--- src/pwm_period_duty_to_counts_unit_macros.svh ---
// ----------------------------------------------------------------------------
// PWM counts unit assertion macros
// Shared property wrappers, clocked on clk and disabled during reset.
// ----------------------------------------------------------------------------
`ifndef PWM_PERIOD_DUTY_TO_COUNTS_UNIT_MACROS_SVH
`define PWM_PERIOD_DUTY_TO_COUNTS_UNIT_MACROS_SVH

// same-cycle implication
`define PDC_ASSERT_NOW(lbl, ante, cons, msg) \
	lbl: assert property (@(posedge clk) disable iff (!arst_n) (ante) |-> (cons)) \
		else $error(msg);

// next-cycle implication
`define PDC_ASSERT_NEXT(lbl, ante, cons, msg) \
	lbl: assert property (@(posedge clk) disable iff (!arst_n) (ante) |=> (cons)) \
		else $error(msg);

`endif

--- src/pdc_pkg.sv ---
// ----------------------------------------------------------------------------
// PWM counts package
// Widths, constants, status codes and inter-stage types.
// ----------------------------------------------------------------------------
package pdc_pkg;

	localparam int COUNT_BITS = 12;
	localparam int PER_W      = 31;
	localparam int TICK_W     = 30;
	localparam int PROD_W     = 61;
	localparam int DIV_STEPS  = TICK_W;
	localparam int CLK_W      = 8;
	localparam int TOP_W      = 5;

	localparam logic [CLK_W-1:0] CLK_RESET = 8'd96;
	localparam logic [PER_W-1:0] NS_PER_US = 31'd1000;

	// APB byte address of input_clock_mhz
	localparam logic [1:0] ADDR_CLK_MHZ = 2'd0;

	// period / 1000 as multiply by ceil(2^38 / 1000)
	localparam logic [28:0] M_LONG   = 29'd274877907;
	// (period * clk) / 1000 for short periods, ceil(2^28 / 1000)
	localparam logic [18:0] M_SHORT  = 19'd268436;

	localparam int HIGH_POS  = 20;
	localparam int LOW_POS   = 8;
	localparam int SHIFT_POS = 4;
	localparam logic [TOP_W-1:0] MAX_SHIFT = 5'd15;

	typedef enum logic [1:0] {
		ST_OK       = 2'd0,
		ST_INVALID  = 2'd1,
		ST_OVERFLOW = 2'd2
	} status_t;

	typedef struct packed {
		logic              valid;
		logic              invalid;
		logic [PER_W-1:0]  period;
		logic [PER_W-1:0]  duty;
		logic [TICK_W-1:0] ticks;
	} pdc_tick_t;

	typedef struct packed {
		logic              valid;
		logic              invalid;
		logic [TICK_W-1:0] ticks;
		logic [TICK_W-1:0] high;
	} pdc_quo_t;

	// 1-based index of the highest set bit, zero for zero
	function automatic logic [TOP_W-1:0] top_bit(input logic [TICK_W-1:0] v);
		logic [TOP_W-1:0] n;
		n = '0;
		for (int i = 0; i < TICK_W; i++) begin
			if (v[i]) n = TOP_W'(i + 1);
		end
		return n;
	endfunction

endpackage

--- src/pdc_ticks.sv ---
// ----------------------------------------------------------------------------
// PWM period to tick conversion
// Three stages: reciprocal partial products, combine, scale by clock in MHz.
// ----------------------------------------------------------------------------
module pdc_ticks (
	input  logic                          clk,
	input  logic                          arst_n,
	input  logic                          advance,
	input  logic                          in_valid,
	input  logic [pdc_pkg::PER_W-1:0]     period,
	input  logic [pdc_pkg::PER_W-1:0]     duty,
	input  logic [pdc_pkg::CLK_W-1:0]     clk_mhz,
	output pdc_pkg::pdc_tick_t            tk
);

	logic v_s1, v_s2, v_s3;
	logic inv_s1, inv_s2, inv_s3;
	logic long_s1, long_s2;
	logic [pdc_pkg::PER_W-1:0] per_s1, per_s2, per_s3;
	logic [pdc_pkg::PER_W-1:0] duty_s1, duty_s2, duty_s3;
	logic [43:0] pph_s1;
	logic [44:0] ppl_s1;
	logic [17:0] sprod_s1;
	logic [21:0] q_s2;
	logic [8:0]  sticks_s2;
	logic [pdc_pkg::TICK_W-1:0] ticks_s3;

	logic [60:0] long_sum;
	logic [36:0] short_prod;

	assign long_sum   = {1'b0, pph_s1, 16'b0} + 61'(ppl_s1);
	assign short_prod = 37'(sprod_s1) * 37'(pdc_pkg::M_SHORT);

	always_ff @(posedge clk or negedge arst_n) begin
		if (!arst_n) begin
			v_s1 <= 1'b0;
			v_s2 <= 1'b0;
			v_s3 <= 1'b0;
		end else if (advance) begin
			v_s1 <= in_valid;
			v_s2 <= v_s1;
			v_s3 <= v_s2;
		end
	end

	always_ff @(posedge clk) begin
		if (advance) begin
			inv_s1   <= (period == '0) || (duty > period);
			long_s1  <= period > pdc_pkg::NS_PER_US;
			per_s1   <= period;
			duty_s1  <= duty;
			pph_s1   <= 44'(period[30:16]) * 44'(pdc_pkg::M_LONG);
			ppl_s1   <= 45'(period[15:0]) * 45'(pdc_pkg::M_LONG);
			sprod_s1 <= 18'(period[9:0]) * 18'(clk_mhz);

			inv_s2    <= inv_s1;
			long_s2   <= long_s1;
			per_s2    <= per_s1;
			duty_s2   <= duty_s1;
			q_s2      <= long_sum[59:38];
			sticks_s2 <= short_prod[36:28];

			inv_s3   <= inv_s2;
			per_s3   <= per_s2;
			duty_s3  <= duty_s2;
			ticks_s3 <= long_s2 ? 30'(q_s2) * 30'(clk_mhz) : 30'(sticks_s2);
		end
	end

	assign tk = '{valid: v_s3, invalid: inv_s3, period: per_s3,
		duty: duty_s3, ticks: ticks_s3};

endmodule

--- config.mk ---
export PLATFORM = sky130hd
export DESIGN_NAME = pdc_ticks
export DESIGN_NICKNAME = d
export VERILOG_FILES = /design/src/pwm_period_duty_to_counts_unit_macros.svh /design/src/pdc_pkg.sv /design/src/pdc_ticks.sv
export SDC_FILE = /design/constraint.sdc
export NUM_CORES = 2
export LEC_CHECK = 0
export ABC_AREA = 1
export BUFFER_PORTS_ARGS = -buffer_cell sky130_fd_sc_hd__buf_2
export CELL_PAD_IN_SITES_DETAIL_PLACEMENT = 1
export CELL_PAD_IN_SITES_GLOBAL_PLACEMENT = 2
export CORE_ASPECT_RATIO = 0.8
export CORE_MARGIN = 3
export CORE_UTILIZATION = 31
export DETAILED_ROUTE_END_ITERATION = 8
export PLACE_DENSITY = 0.73
export SLEW_MARGIN = 5
export SYNTH_ARGS = -nofsm -noshare
export SYNTH_HDL_FRONTEND = slang
export SYNTH_SLANG_ARGS = --single-unit
--- constraint.sdc ---
create_clock -name clk -period 4.9 [get_ports clk]
set_input_delay 1.225 -clock clk [delete_from_list [all_inputs] [get_ports clk]]
set_output_delay 1.225 -clock clk [all_outputs]
set_load 0.1 [all_outputs]
### Word-level counts from Yosys, hierarchy flattened

Index checks and enable logic that the tools add are counted.

* bits in registers: 362
* input port bits: 74
* output and inout port bits: 94

* add/subtract/negate cells: 1
* multipliers: 5
* magnitude comparators: 2
* mux-type cells: 1
* reductions and logical operators: 2

Operators with widths (number)
* $add A60 B45 Y60: 1
* $mul A16 B29 Y45 const B: 1
* $mul A15 B29 Y44 const B: 1
* $mul A18 B17 Y35 const B: 1
* $gt A31 B10 Y1 const B: 1
* $gt A31 B31 Y1: 1
* $logic_not A31 Y1: 1
* $mul A22 B8 Y30: 1
* $mul A10 B8 Y18: 1
* $mux W9: 1
* $logic_or A1 B1 Y1: 1

### Longest topological paths before layout

* depth after elaboration: 2
* gate-level depth with buffers: 26
* gate-level depth less buffers: 25

### Worst setup path after synthesis

OpenSTA, ideal clock, no wires.

* path kind: input port to flip-flop
* from: in period[2] (netlist bit)
* to: reg ppl_s1[24], data pin
* data arrival time: 5.773 ns
* required time: 4.648 ns
* slack: -1.126 ns
* cell stages on the path: 24
* path buffers: 1
* cell sequence: clkbuf_1 > inv_1 > ha_1 > fa_1 > inv_1 > fa_1 > inv_1 > fa_1 > inv_1 > fa_1 > inv_1 > fa_1 > ha_1 > nand2_1 > nand2_1 > inv_1 > nor2_1 > nor2_1 > nand2_1 > o21bai_1 > nand2_1 > nand2_1 > nand2_1 > nand2_1

* cells in the longest elaborated chain, start to end: 1

RTL lines
* from (decl): line pdc_ticks.sv:10 `input logic [pdc_pkg::PER_W-1:0] period,`
* $mul A16 B29 Y45: line pdc_ticks.sv:53 `ppl_s1 <= 45'(period[15:0]) * 45'(pdc_pkg::M_LONG);`
* to (signal assigned): line pdc_ticks.sv:53
* to (decl): line pdc_ticks.sv:22 `logic [44:0] ppl_s1;`

No other way between the ends.
A chain may end at the register's enable or synchronous reset.

### Final worst setup path

* from: in period[5] (netlist bit)
* to: reg ppl_s1[28], data pin

Same word-level chain as after synthesis.

==> run summary <==
========================================================================================================
Post-synthesis sequential area ratio ......................................................        0.245
EDFF count, synth .........................................................................          342
Via count of the first global-routing pass ................................................        37600
Worst hold margin .........................................................................     0.400 ns
Ys Warns ..................................................................................            0
Crit share post-route .....................................................................         1.09
Category of the most critical setup path ..................................................    in -> reg
Share of cells above drive strength 1 .....................................................        0.266
Violation count after the first detailed-route iteration ..................................         1678
Routability cong. .........................................................................        0.903
Number of sinks handled by clock tree synthesis ...........................................          345
Initial cell density of the core ..........................................................        0.314
Number of antenna violations at the first check in global routing .........................            1
Final count of negative-setup-slack endpoints .............................................           62
Leading cell types by total area after synthesis .......................................... sky130_fd_sc_hd__edfxtp_1 (24%), sky130_fd_sc_hd__fa_1 (21%), sky130_fd_sc_hd__ha_1 (19%)
Grt ovf ...................................................................................            0
Dominant synthesized flop cell ............................................................ sky130_fd_sc_hd__edfxtp_1
Count of endpoints failing hold in the final timing report ................................            0
Core outline area .........................................................................    0.135 mm2
Pins Over Slew Limit ......................................................................            0
DRC violation count after routing .........................................................            0
Total number of placement rows ............................................................          120
Outcome ................................................................................... finished, violations left
Worst clock skew ..........................................................................    0.0193 ns
Worst setup EP type .......................................................................         flop
TritonCTS buffer count ....................................................................           42
Clock period minus worst slack ............................................................      5.33 ns
Net count reported at finish ..............................................................         6949
# H-tree levels ...........................................................................            2
Total number of vias ......................................................................        34900
Number of I/O port buffers ................................................................          167
Number of cells produced by synthesis .....................................................         5001
Global-route usage over all layers ........................................................        0.205
Routed WL per cell ........................................................................      19.0 um
Slew at the pin closest to its max-slew limit .............................................     0.799 ns
Detailed-route vias per instance ..........................................................         4.60
Crit path buf inv count ...................................................................            6
Hold_buf cts ..............................................................................            0
Slowest cell on crit path ................................................................. sky130_fd_sc_hd__fa_2
Critical path required time ...............................................................      5.26 ns
Startpoint Class ..........................................................................   input port
Area share of the largest cell type after synthesis .......................................        0.243
Worst max-slew margin expressed relative to the limit .....................................        0.468
Total detailed-routing wirelength .........................................................    144000 um
Flops & latches, synth ....................................................................          345
Top achievable clock speed ................................................................    0.188 GHz
Cells traversed along the worst timing path ............................................... buf_12, fa_2, inv_2, fa_2, fa_1, inv_2, fa_2, inv_2, fa_2, inv_2, fa_2, ha_4, nand2_2, nand2_2, inv_2, nor2_2, nor2_2, nor2_1, nor2_1, nand2_2, nand2_1, nand2_1, nand2_1, nand2_1
Top cell type by total area after synthesis ............................................... sky130_fd_sc_hd__edfxtp_1
Total of max-cap violations ...............................................................            0
Area of the die ...........................................................................    0.141 mm2
Largest net degree at the start of global routing .........................................           94
Most frequent cells in the layout ......................................................... sky130_fd_sc_hd__inv_1 (1114), sky130_fd_sc_hd__nand2_1 (1091), sky130_fd_sc_hd__buf_4 (576)
Vertical die dimension ....................................................................       336 um
Net count of the mapped netlist ...........................................................         6168
Buffers from clock root to sink, at most ..................................................            3
Ports placed on the boundary ..............................................................          168
Most common cell after layout, fill and taps aside ........................................ sky130_fd_sc_hd__inv_1
Final ANT Viol Nets .......................................................................            0
Share of the core filled with cells in the final layout ...................................        0.410
Async set-reset flop share out of synthesis ...............................................      0.00870
Detail Placement HPWL .....................................................................    123000 um
Clock tree from TritonCTS .................................................................         done
Setup TNS Final ...........................................................................    -19.06 ns
Cell at the root of the clock tree ........................................................ sky130_fd_sc_hd__clkbuf_16
Setup repair after global routing missed its margin .......................................         true
Library cells used by synthesis ...........................................................           46
Worst-case setup margin in the final layout ...............................................    -0.427 ns
Die X .....................................................................................       419 um
WP data arrival ...........................................................................      5.68 ns
Cell area after synthesis .................................................................   0.0423 mm2
Worst Path Max Fanout .....................................................................            4
Post-Syn Area per Cell ....................................................................     8.45 um2
Wire length of the first global-routing pass ..............................................    221000 um
Hold WC Path Type .........................................................................  in -> async
Clock insertion delay at the later pin of the skew report .................................      0.61 ns
Violated checks ........................................................................... setup timing
Largest delay contributor family on the critical path .....................................  adder cells
Area added between synthesis and finish ...................................................        30.6%
First-pass DRT Iterations .................................................................            7
Max incr delay on CP ......................................................................      0.57 ns
Post-CTS clock slew at the launch and capture registers of the worst setup and hold paths .      0.07 ns
========================================================================================================
==> cells in the mapped netlist (4+ instances only) <==
| library cell | count |
|---|---|
| sky130_fd_sc_hd__a21boi_0 | 4 |
| sky130_fd_sc_hd__nand2_2 | 10 |
| sky130_fd_sc_hd__xor2_1 | 40 |
| sky130_fd_sc_hd__nor3_1 | 29 |
| sky130_fd_sc_hd__nand3_1 | 151 |
| sky130_fd_sc_hd__o21ai_0 | 82 |
| sky130_fd_sc_hd__nand2_1 | 1273 |
| sky130_fd_sc_hd__or2_2 | 7 |
| sky130_fd_sc_hd__edfxtp_1 | 342 |
| sky130_fd_sc_hd__o21a_1 | 10 |
| sky130_fd_sc_hd__nor4_1 | 7 |
| sky130_fd_sc_hd__and2_1 | 5 |
| sky130_fd_sc_hd__nand4_1 | 43 |
| sky130_fd_sc_hd__a21o_1 | 12 |
| sky130_fd_sc_hd__nand3_2 | 8 |
| sky130_fd_sc_hd__inv_1 | 1204 |
| sky130_fd_sc_hd__nand3b_1 | 9 |
| sky130_fd_sc_hd__fa_1 | 446 |
| sky130_fd_sc_hd__clkbuf_1 | 41 |
| sky130_fd_sc_hd__o21ai_1 | 5 |
| sky130_fd_sc_hd__o21bai_1 | 32 |
| sky130_fd_sc_hd__xnor2_1 | 16 |
| sky130_fd_sc_hd__clkbuf_2 | 17 |
| sky130_fd_sc_hd__nor2_1 | 329 |
| sky130_fd_sc_hd__a21oi_1 | 183 |
| sky130_fd_sc_hd__a31oi_1 | 6 |
| sky130_fd_sc_hd__nor2_2 | 13 |
| sky130_fd_sc_hd__ha_1 | 647 |
==> metal layers <==
metal  GRT usage  up-vias  wire length [um]
met2       0.330      489             65500
li1            -    17100                 -
met3      0.0307      121              6150
met4      0.0434        0              3020
met1       0.291    17200             69600
met5           0        -                 0
==> final timing paths <==
kind,slack (ns),from,cells after the start,end
setup reg to reg,0.26,sprod_s1[13],18,sticks_s2[2]
min in group clk,0.40,per_s1[30],0,per_s2[30]
setup / recovery,-0.43,period[5],24,ppl_s1[28]
hold / removal,0.40,arst_n,1,v_s1
hold reg to reg,0.40,per_s1[30],0,per_s2[30]
max in group asynchronous,4.39,arst_n,1,v_s3
==> worst register-to-register path: cells and delay by family (launching register included) <==
| family | cells | cell delay, ns |
|---|---|---|
| buffers and inverters | 3 | 0.19 |
| flip-flops | 1 | 0.57 |
| AO/OA/AOI/OAI | 1 | 0.24 |
| AND/OR/NAND/NOR | 7 | 0.75 |
| adder cells (fa/ha/maj) | 7 | 2.65 |
==> cell families (layout without fill, tap and decap cells) <==
logic type | Yosys count | count (layout) | share of synthesized area
and+or+nand+nor | 1895 | 1895 | 0.182
buffers and inverters | 1268 | 2079 | 0.113
adders and majority gates | 1093 | 1093 | 0.403
DFF | 345 | 345 | 0.245
AOI/OAI and AO/OA | 343 | 343 | 0.0451
xor gates and xnor gates | 56 | 56 | 0.0116
muxes | 1 | 1 | 0.000266
other | 0 | 2 | 0
==> state kept, by name (all words and copies together), names as in the netlist, 18 cells and up <==
name / count
per_s3: 31
sprod_s1: 18
pph_s1: 43
ticks_s3: 30
duty_s1: 31
per_s2: 31
q_s2: 22
duty_s3: 31
duty_s2: 31
per_s1: 31
ppl_s1: 29
==> through the flow <==
| stage | cell area (um2) | cells | setup slack [ns] |
|---|---|---|---|
| 2_1_floorplan | 42900 | 5001 | -0.649 |
| 3_3_place_gp | 50100 | 7443 | -1.31 |
| 3_5_place_dp | 50100 | 7443 | -1.33 |
| 4_1_cts | 53500 | 7544 | -0.396 |
| 5_1_grt | 55200 | 7581 | -0.541 |
| 6_report | 55200 | 7583 | -0.427 |
==> area by class of cell <==
type | instances | area (um2)
Clock buffer | 48 | 1090
Tap cell | 1769 | 2210
Sequential cell | 345 | 10300
Fill cell | 15700 | 79300
Clock inverter | 26 | 230
Inverter | 1206 | 4600
Antenna cell | 2 | 5.00
Timing Repair Buffer | 799 | 6150
Multi-Input combinational cell | 3388 | 30600
==> repair_timing <==
| action | in CTS | in global routing |
|---|---|---|
| resized for setup | 466 | 361 |
| pin swaps | 245 | 224 |
| hold endpoints to repair | 0 | 0 |
| setup buffers | 28 | 42 |
| setup endpoints to repair | 80 | 97 |
Power is not shown: default switching activity piles up to over one toggle a cycle in this logic, so the estimate is an artifact.
