--- src/pwm_period_duty_to_counts_unit_macros.svh ---
// ----------------------------------------------------------------------------
// PWM counts unit assertion macros
// Shared property wrappers, clocked on clk and disabled during reset.
// ----------------------------------------------------------------------------
`ifndef PWM_PERIOD_DUTY_TO_COUNTS_UNIT_MACROS_SVH
`define PWM_PERIOD_DUTY_TO_COUNTS_UNIT_MACROS_SVH

// same-cycle implication
`define PDC_ASSERT_NOW(lbl, ante, cons, msg) \
	lbl: assert property (@(posedge clk) disable iff (!arst_n) (ante) |-> (cons)) \
		else $error(msg);

// next-cycle implication
`define PDC_ASSERT_NEXT(lbl, ante, cons, msg) \
	lbl: assert property (@(posedge clk) disable iff (!arst_n) (ante) |=> (cons)) \
		else $error(msg);

`endif

--- src/pdc_pkg.sv ---
// ----------------------------------------------------------------------------
// PWM counts package
// Widths, constants, status codes and inter-stage types.
// ----------------------------------------------------------------------------
package pdc_pkg;

	localparam int COUNT_BITS = 12;
	localparam int PER_W      = 31;
	localparam int TICK_W     = 30;
	localparam int PROD_W     = 61;
	localparam int DIV_STEPS  = TICK_W;
	localparam int CLK_W      = 8;
	localparam int TOP_W      = 5;

	localparam logic [CLK_W-1:0] CLK_RESET = 8'd96;
	localparam logic [PER_W-1:0] NS_PER_US = 31'd1000;

	// APB byte address of input_clock_mhz
	localparam logic [1:0] ADDR_CLK_MHZ = 2'd0;

	// period / 1000 as multiply by ceil(2^38 / 1000)
	localparam logic [28:0] M_LONG   = 29'd274877907;
	// (period * clk) / 1000 for short periods, ceil(2^28 / 1000)
	localparam logic [18:0] M_SHORT  = 19'd268436;

	localparam int HIGH_POS  = 20;
	localparam int LOW_POS   = 8;
	localparam int SHIFT_POS = 4;
	localparam logic [TOP_W-1:0] MAX_SHIFT = 5'd15;

	typedef enum logic [1:0] {
		ST_OK       = 2'd0,
		ST_INVALID  = 2'd1,
		ST_OVERFLOW = 2'd2
	} status_t;

	typedef struct packed {
		logic              valid;
		logic              invalid;
		logic [PER_W-1:0]  period;
		logic [PER_W-1:0]  duty;
		logic [TICK_W-1:0] ticks;
	} pdc_tick_t;

	typedef struct packed {
		logic              valid;
		logic              invalid;
		logic [TICK_W-1:0] ticks;
		logic [TICK_W-1:0] high;
	} pdc_quo_t;

	// 1-based index of the highest set bit, zero for zero
	function automatic logic [TOP_W-1:0] top_bit(input logic [TICK_W-1:0] v);
		logic [TOP_W-1:0] n;
		n = '0;
		for (int i = 0; i < TICK_W; i++) begin
			if (v[i]) n = TOP_W'(i + 1);
		end
		return n;
	endfunction

endpackage

--- src/pdc_pack.sv ---
// ----------------------------------------------------------------------------
// PWM count prescale and pack
// Low count and shift search, then shift, range check and packing.
// ----------------------------------------------------------------------------
module pdc_pack (
	input  logic                            clk,
	input  logic                            arst_n,
	input  logic                            advance,
	input  pdc_pkg::pdc_quo_t               qo,
	output logic                            res_valid,
	output logic [1:0]                      status,
	output logic [31:0]                     control_word,
	output logic [11:0]                     high_count,
	output logic [11:0]                     low_count,
	output logic [3:0]                      prescale_shift
);

	localparam int CB = pdc_pkg::COUNT_BITS;
	localparam int TW = pdc_pkg::TICK_W;

	logic v_s7, inv_s7;
	logic [TW-1:0] hi_s7, lo_s7;
	logic [pdc_pkg::TOP_W-1:0] sh_s7;

	logic v_s8;
	logic [1:0] status_s8;
	logic [31:0] word_s8;
	logic [11:0] hc_s8, lc_s8;
	logic [3:0] sh_s8;

	logic [TW-1:0] low_c;
	logic [pdc_pkg::TOP_W-1:0] top_c;
	logic [CB-1:0] hs_c, ls_c;
	logic [47:0] word_c;

	assign low_c = qo.ticks - qo.high;
	// the larger count sets the shift, so search the OR of both
	assign top_c = pdc_pkg::top_bit(qo.high | low_c);
	assign hs_c  = CB'(hi_s7 >> sh_s7);
	assign ls_c  = CB'(lo_s7 >> sh_s7);
	assign word_c = (48'(hs_c) << pdc_pkg::HIGH_POS) | (48'(ls_c) << pdc_pkg::LOW_POS)
		| (48'(sh_s7) << pdc_pkg::SHIFT_POS);

	always_ff @(posedge clk or negedge arst_n) begin
		if (!arst_n) begin
			v_s7 <= 1'b0;
			v_s8 <= 1'b0;
		end else if (advance) begin
			v_s7 <= qo.valid;
			v_s8 <= v_s7;
		end
	end

	always_ff @(posedge clk) begin
		if (advance) begin
			inv_s7 <= qo.invalid;
			hi_s7  <= qo.high;
			lo_s7  <= low_c;
			sh_s7  <= (top_c > pdc_pkg::TOP_W'(CB)) ? top_c - pdc_pkg::TOP_W'(CB) : '0;

			if (inv_s7) begin
				status_s8 <= pdc_pkg::ST_INVALID;
				word_s8   <= '0;
				hc_s8     <= '0;
				lc_s8     <= '0;
				sh_s8     <= '0;
			end else if (sh_s7 > pdc_pkg::MAX_SHIFT) begin
				status_s8 <= pdc_pkg::ST_OVERFLOW;
				word_s8   <= '0;
				hc_s8     <= '0;
				lc_s8     <= '0;
				sh_s8     <= '0;
			end else begin
				status_s8 <= pdc_pkg::ST_OK;
				word_s8   <= word_c[31:0];
				hc_s8     <= 12'(hs_c);
				lc_s8     <= 12'(ls_c);
				sh_s8     <= sh_s7[3:0];
			end
		end
	end

	assign res_valid      = v_s8;
	assign status         = status_s8;
	assign control_word   = word_s8;
	assign high_count     = hc_s8;
	assign low_count      = lc_s8;
	assign prescale_shift = sh_s8;

endmodule

--- config.mk ---
export PLATFORM = sky130hd
export DESIGN_NAME = pdc_pack
export DESIGN_NICKNAME = d
export VERILOG_FILES = /design/src/pwm_period_duty_to_counts_unit_macros.svh /design/src/pdc_pkg.sv /design/src/pdc_pack.sv
export SDC_FILE = /design/constraint.sdc
export NUM_CORES = 1
export LEC_CHECK = 0
export ABC_AREA = 0
export BUFFER_PORTS_ARGS = -buffer_cell sky130_fd_sc_hd__clkbuf_2
export CAP_MARGIN = 25
export CORE_MARGIN = 5
export CORE_UTILIZATION = 33
export DETAILED_ROUTE_END_ITERATION = 6
export PLACE_DENSITY = 0.54
export SYNTH_ARGS = -nofsm -noshare
export SYNTH_HDL_FRONTEND = slang
export SYNTH_SLANG_ARGS = --single-unit
--- constraint.sdc ---
create_clock -name clk -period 6.6 [get_ports clk]
set_input_delay 0.99 -clock clk [delete_from_list [all_inputs] [get_ports clk]]
set_output_delay 0.99 -clock clk [all_outputs]
set_load 0.005 [all_outputs]
After elaboration in Yosys (flattened, before gate mapping)
Index checks and enable logic that the tools add are counted.
{"block": "word_totals", "regBits": 130, "elab_cells": 52, "out_inout_bits": 63, "inputBits": 65, "memories": 0, "latchBits": 0, "ram_bits": 0, "romBits": 0}
{"block": "op_classes", "n_shift": 2, "n_bitwise": 3, "mux": 31, "eq_ne": 0, "n_lt_le_gt_ge": 2, "n_reduce_logical": 1, "n_addsub": 2, "n_mul": 0, "div": 0}
{"operator": "5-bit two-way mux", "count": 25}
{"operator": "30-bit by 5-bit right shift with 12-bit output", "count": 2}
{"operator": "32-bit by 20-bit OR with 32-bit output", "count": 1}
{"operator": "32-bit by 9-bit OR with 32-bit output", "count": 1}
{"operator": "30-bit OR", "count": 1}
{"operator": "30-bit subtractor", "count": 1}
{"operator": "5-bit by 4-bit greater-than comparator with 1-bit output, second input constant", "count": 2}
{"operator": "2-bit two-way mux", "count": 3}
{"operator": "3-bit two-way mux", "count": 2}
{"operator": "5-bit by 4-bit subtractor with 5-bit output, second input constant", "count": 1}
{"operator": "2-bit OR reduction", "count": 1}
{"operator": "1-bit two-way mux", "count": 1}

Depth between registers and ports, before layout
{"block": "logic_depth", "word_depth": 33, "depth_mapped": 17, "mapped_depth_nobuf": 17}

Least setup slack after synthesis
OpenSTA, ideal clock, no wires.
{"block": "synth_timing", "kind": "input to register", "from": "input qo[30] (netlist name)", "to": "register sh_s7[3] (netlist name), data pin", "path_stages": 17, "path_buffers": 0, "slack_ns": 1.691, "t_required_ns": 6.426, "setup_time_ns": 0.174, "arrival_ns": 4.735, "cell_sequence": "inv_1 > ha_1 > inv_1 > fa_1 > a211oi_1 > o211ai_1 > a21boi_1 > a21boi_0 > a31o_2 > nand3_1 > a21bo_1 > or4b_4 > o21bai_1 > or2_2 > ha_1 > and2_1 > a311oi_1"}
{"block": "synth_via", "elab_chain_len": 33, "elab_cells_between_ends": 34, "classes_between": "2 x add/sub; 1 x order compare; 30 x mux; 1 x bitwise"}
{"element": "from (decl)", "line": "pdc_pack.sv:9", "source": "input pdc_pkg::pdc_quo_t qo,"}
{"element": "30-bit subtractor (*)", "line": "pdc_pack.sv:36", "source": "assign low_c = qo.ticks - qo.high;"}
{"element": "30-bit OR (*)", "line": "pdc_pack.sv:38", "source": "assign top_c = pdc_pkg::top_bit(qo.high | low_c);"}
{"element": "1-bit two-way mux", "line": "pdc_pkg.sv:57", "source": "if (v[i]) n = TOP_W'(i + 1);"}
{"element": "2-bit two-way mux (2 in a row)", "line": "pdc_pkg.sv:57"}
{"element": "3-bit two-way mux (2 in a row)", "line": "pdc_pkg.sv:57"}
{"element": "5-bit two-way mux (24 in a row)", "line": "pdc_pkg.sv:57"}
{"element": "5-bit two-way mux (*)", "line": "pdc_pkg.sv:57"}
{"element": "5-bit by 4-bit subtractor with 5-bit output or 5-bit by 4-bit greater-than comparator with 1-bit output (tied branches)", "line": "pdc_pack.sv:59", "source": "sh_s7 <= (top_c > pdc_pkg::TOP_W'(CB)) ? top_c - pdc_pkg::TOP_W'(CB) : '0;"}
{"element": "to (signal assigned)", "line": "pdc_pack.sv:59"}
{"element": "to (decl)", "line": "pdc_pack.sv:23", "source": "logic [pdc_pkg::TOP_W-1:0] sh_s7;"}
Mark *: on every way between the ends. The rest lies on a longest branch, timed or not.
A chain may end at the register's enable or synchronous reset.

Worst setup path after layout
{"block": "layout_timing", "from": "input qo[30] (netlist name)", "to": "register sh_s7[3] (netlist name), data pin"}
{"block": "layout_via", "elab_cells_between_ends": 34, "classes_between": "2 x add/sub; 1 x order compare; 30 x mux; 1 x bitwise"}
{"element": "30-bit subtractor (*)", "line": "pdc_pack.sv:36"}
{"element": "net low_c[14]", "line": "pdc_pack.sv:31", "source": "logic [TW-1:0] low_c;"}
{"element": "30-bit OR (*)", "line": "pdc_pack.sv:38"}
{"element": "5-bit two-way mux (*) (16 in a row)", "line": "pdc_pkg.sv:57"}
{"element": "5-bit by 4-bit subtractor with 5-bit output or 5-bit by 4-bit greater-than comparator with 1-bit output (tied branches)", "line": "pdc_pack.sv:59"}
Mark *: on every way through the listed nets, which the timed path passes. The rest lies on a longest branch.

==> reports/results.ini <==
[power]
portion_of_total_power_attributed_to_the_clock_network=0.250
static_leakage_nw=3.46
power-per-cell-area_mw_per_mm2=224
peakVddDrop_mv=0.125
internal-power_mw=1.25
netSwitchingPower_mw=0.603
combinationalPowerShare=0.334
power.share.switching=0.325
sequentialPowerShare=0.416

[grt]
global_route.overflow_total=0
initial_antenna_violation_count=0
number_of_global_route_vias_before_repair=5576
maximum_number_of_pins_on_one_net_before_global_route_repair=60
groute.usage.overall=0.145
grt_pass1_wl_mm=30.0

[sta]
report.final.setup_viol=0
grt_setup_unrepaired=no
finalClockSkew_ps=5.31
upper_clock_frequency_limit_mhz=185
timing.final.hold_violations=0
finalSetupTns_ps=0
final.period_utilization=0.818
final.min_clock_period_ps=5400
final_max_slew_viol_count=0
max_slew.worst_pin.slew_ps=764
max_slew_margin_vs_limit=0.490

[setup_path]
worst_r2r_path_depth=4
reg2reg_to=control_word[8]$_SDFFCE_PP0P_
crit_fanout=4
crit_path_start_kind=input pin
worstSetupEndpointType=flip-flop
required_ps=6760
crit-reg2reg-launch=sh_s7[0]$_SDFFCE_PP0P_
worst-setup-path-type=input pin to flip-flop
rrSetupSlack_ps=3820
worst-endpoint-arrival_ps=5560

[floorplan]
rows=54
die_h_um=159
io_pins=128
start_util=0.336
die-area_mm2=0.0254
core_area_mm2=0.0219
die_width_um=159

[cts]
cts_buffers=9
clock_tree_buffer_depth=2
post-cts-setup-buffer-count=0
tritoncts_clock_tree=done
cts_sinks=93
clk_transition_reported_paths_ps=70
cts-htree-levels=3
post_cts_resized=0
ctsRootBufferMaster=sky130_fd_sc_hd__clkbuf_16
worst_skew_pair.late_latency_ps=340
ctsHoldBuffers=0

[route]
drc=0
detail_route.wirelength_mm=18.6
drt_first_iter_violations=257
via_per_inst=5.22
routed-via-count=5709
drtAntennaViolNets=0
wl_per_cell_um=17.0
dr.pass1.iters=4

[final_layout]
layout_commonest_cell=sky130_fd_sc_hd__clkbuf_2
antenna_cells=0
area_growth_syn_to_layout_pct=12.7
drive_gt1_frac=0.239
most_used_cells_in_the_layout_excluding_fill_and_tap_cells=sky130_fd_sc_hd__clkbuf_2 (122), sky130_fd_sc_hd__edfxtp_1 (91), sky130_fd_sc_hd__mux2i_1 (58), sky130_fd_sc_hd__a21oi_1 (51), sky130_fd_sc_hd__nor2_1 (50)
finish.utilization=0.379
layout.nets=905

[yosys]
synth_edf_count=91
most_area_consuming_cells_after_synthesis=sky130_fd_sc_hd__edfxtp_1 (37%), sky130_fd_sc_hd__mux2i_1 (7.9%), sky130_fd_sc_hd__mux4_2 (6.7%)
yosysSeqAreaShare=0.378
synth-warning-count=0
yosys.cell_types.count=69
synthesis_stage_register_bit_count=93
synthArstFlopShare=0.0215
synthDominantCellAreaShare=0.371
post_synth_instance_area_mm2=0.00736
synthFlopType=sky130_fd_sc_hd__edfxtp_1
synth.avg_cell_area_um2=10.1
biggest_area_consumer_among_synthesized_cells=sky130_fd_sc_hd__edfxtp_1
synthesis.instances=727

[job]
timing.max_cap.violations=0

[hold_path]
worstHoldPathType=input pin to async pin

[place]
detailed_place_hpwl_mm=15.2
gp_congestion=0.835
io_buffer_count=123

[run_status]
outcome=completed

## worst max-delay path by stage
stage / start / end / cells after the start
floorplan: qo[30] / sh_s7[3]$_SDFFCE_PP0P_ / 17
finish: qo[30] / sh_s7[3]$_SDFFCE_PP0P_ / 18
CTS: qo[30] / sh_s7[3]$_SDFFCE_PP0P_ / 18
global route: qo[30] / sh_s7[3]$_SDFFCE_PP0P_ / 18
detailed placement: qo[30] / sh_s7[3]$_SDFFCE_PP0P_ / 18
global placement: qo[30] / sh_s7[3]$_SDFFCE_PP0P_ / 18
## power by group through the flow
stage,logic (mW),registers [mW],clock network [mW]
after floorplan,0.461,0.768,0
after global placement,0.620,0.785,0
after detailed placement,0.619,0.787,0
after CTS,0.621,0.774,0.477
after global routing,0.687,0.782,0.504
final,0.620,0.772,0.464
## kinds of logic after synthesis
family | share of synthesized area
buffers and inverters | 0.0689
other | 0.000510
flip-flops | 0.378
XOR/XNOR | 0.0298
multiplexers | 0.162
AND/OR/NAND/NOR | 0.146
AO/OA/AOI/OAI | 0.160
adder cells (fa/ha/maj) | 0.0554
## through the flow
step           instance area [um2]  hold slack (ps)  power, mW  worst slack (ps)  instances
5_1_grt                       8300              407       1.97               848       1093
3_3_place_gp                  8020              484       1.40              1040       1076
6_report                      8300              418       1.86              1200       1093
3_5_place_dp                  8020              491       1.41               851       1076
4_1_cts                       8280              405       1.87              1170       1092
2_1_floorplan                 7370              466       1.23              1690        730
## routing by layer
metal | track usage | share of wire | vias up | routed length, um
li1 | - | - | 2888 | -
met1 | 0.213 | 0.51 | 2675 | 9420
met2 | 0.224 | 0.45 | 131 | 8280
met3 | 0.0215 | 0.037 | 15 | 697
met4 | 0.0345 | 0.011 | 0 | 207
met5 | 0 | 0 | - | 0
## flip-flops by register name, summed over array words and instances, names as in the netlist
name / count
inv_s7: 1
prescale_shift: 3
hi_s7: 27
res_valid: 1
low_count: 11
status: 2
lo_s7: 27
sh_s7: 5
high_count: 12
v_s7: 1
control_word: 3
## critical path, cell delays in order
cell,delay (ps)
sky130_fd_sc_hd__clkbuf_2,80
sky130_fd_sc_hd__inv_1,60
sky130_fd_sc_hd__ha_1,200
sky130_fd_sc_hd__inv_1,60
sky130_fd_sc_hd__fa_1,390
sky130_fd_sc_hd__a211oi_1,440
sky130_fd_sc_hd__o211ai_1,240
sky130_fd_sc_hd__a21boi_1,340
sky130_fd_sc_hd__a21boi_0,290
sky130_fd_sc_hd__xor2_1,240
sky130_fd_sc_hd__nand3b_1,220
sky130_fd_sc_hd__or4_1,540
sky130_fd_sc_hd__nor4_1,390
sky130_fd_sc_hd__o21bai_1,160
sky130_fd_sc_hd__or2_2,290
sky130_fd_sc_hd__ha_1,210
sky130_fd_sc_hd__and2_1,150
sky130_fd_sc_hd__a311oi_1,260
## Yosys cell counts (3+ instances only)
| cell type | instances |
|---|---|
| sky130_fd_sc_hd__xor2_1 | 13 |
| sky130_fd_sc_hd__a211oi_1 | 32 |
| sky130_fd_sc_hd__nor2_1 | 50 |
| sky130_fd_sc_hd__nor3_1 | 14 |
| sky130_fd_sc_hd__or4_1 | 5 |
| sky130_fd_sc_hd__edfxtp_1 | 91 |
| sky130_fd_sc_hd__or3_1 | 3 |
| sky130_fd_sc_hd__nand3_1 | 14 |
| sky130_fd_sc_hd__nand2_1 | 38 |
| sky130_fd_sc_hd__mux4_2 | 22 |
| sky130_fd_sc_hd__mux2_2 | 10 |
| sky130_fd_sc_hd__nand4_1 | 7 |
| sky130_fd_sc_hd__a2111oi_0 | 3 |
| sky130_fd_sc_hd__and2_1 | 16 |
| sky130_fd_sc_hd__a21o_1 | 11 |
| sky130_fd_sc_hd__buf_1 | 7 |
| sky130_fd_sc_hd__o21bai_1 | 4 |
| sky130_fd_sc_hd__ha_1 | 31 |
| sky130_fd_sc_hd__a21oi_1 | 51 |
| sky130_fd_sc_hd__mux2i_1 | 58 |
| sky130_fd_sc_hd__a31oi_1 | 7 |
| sky130_fd_sc_hd__nor4_1 | 6 |
| sky130_fd_sc_hd__or2_2 | 10 |
| sky130_fd_sc_hd__o21ai_0 | 25 |
| sky130_fd_sc_hd__xnor2_1 | 12 |
| sky130_fd_sc_hd__inv_1 | 39 |
| sky130_fd_sc_hd__o21ai_1 | 3 |
| sky130_fd_sc_hd__and3_1 | 12 |
| sky130_fd_sc_hd__clkbuf_1 | 24 |
| sky130_fd_sc_hd__buf_4 | 31 |
| sky130_fd_sc_hd__o211ai_1 | 7 |
| sky130_fd_sc_hd__nor2b_1 | 15 |
| sky130_fd_sc_hd__nand2b_1 | 7 |
| sky130_fd_sc_hd__o31ai_1 | 3 |
## layout make-up
| cell class | count | area, um2 |
|---|---|---|
| Fill cell | 2249 | 13600 |
| Tap cell | 280 | 350 |
| Clock inverter | 5 | 27.5 |
| Inverter | 39 | 146 |
| Sequential cell | 93 | 2780 |
| Multi-Input combinational cell | 535 | 4080 |
| Clock buffer | 11 | 233 |
| Timing Repair Buffer | 130 | 676 |
(Power assumes the default switching activity.)
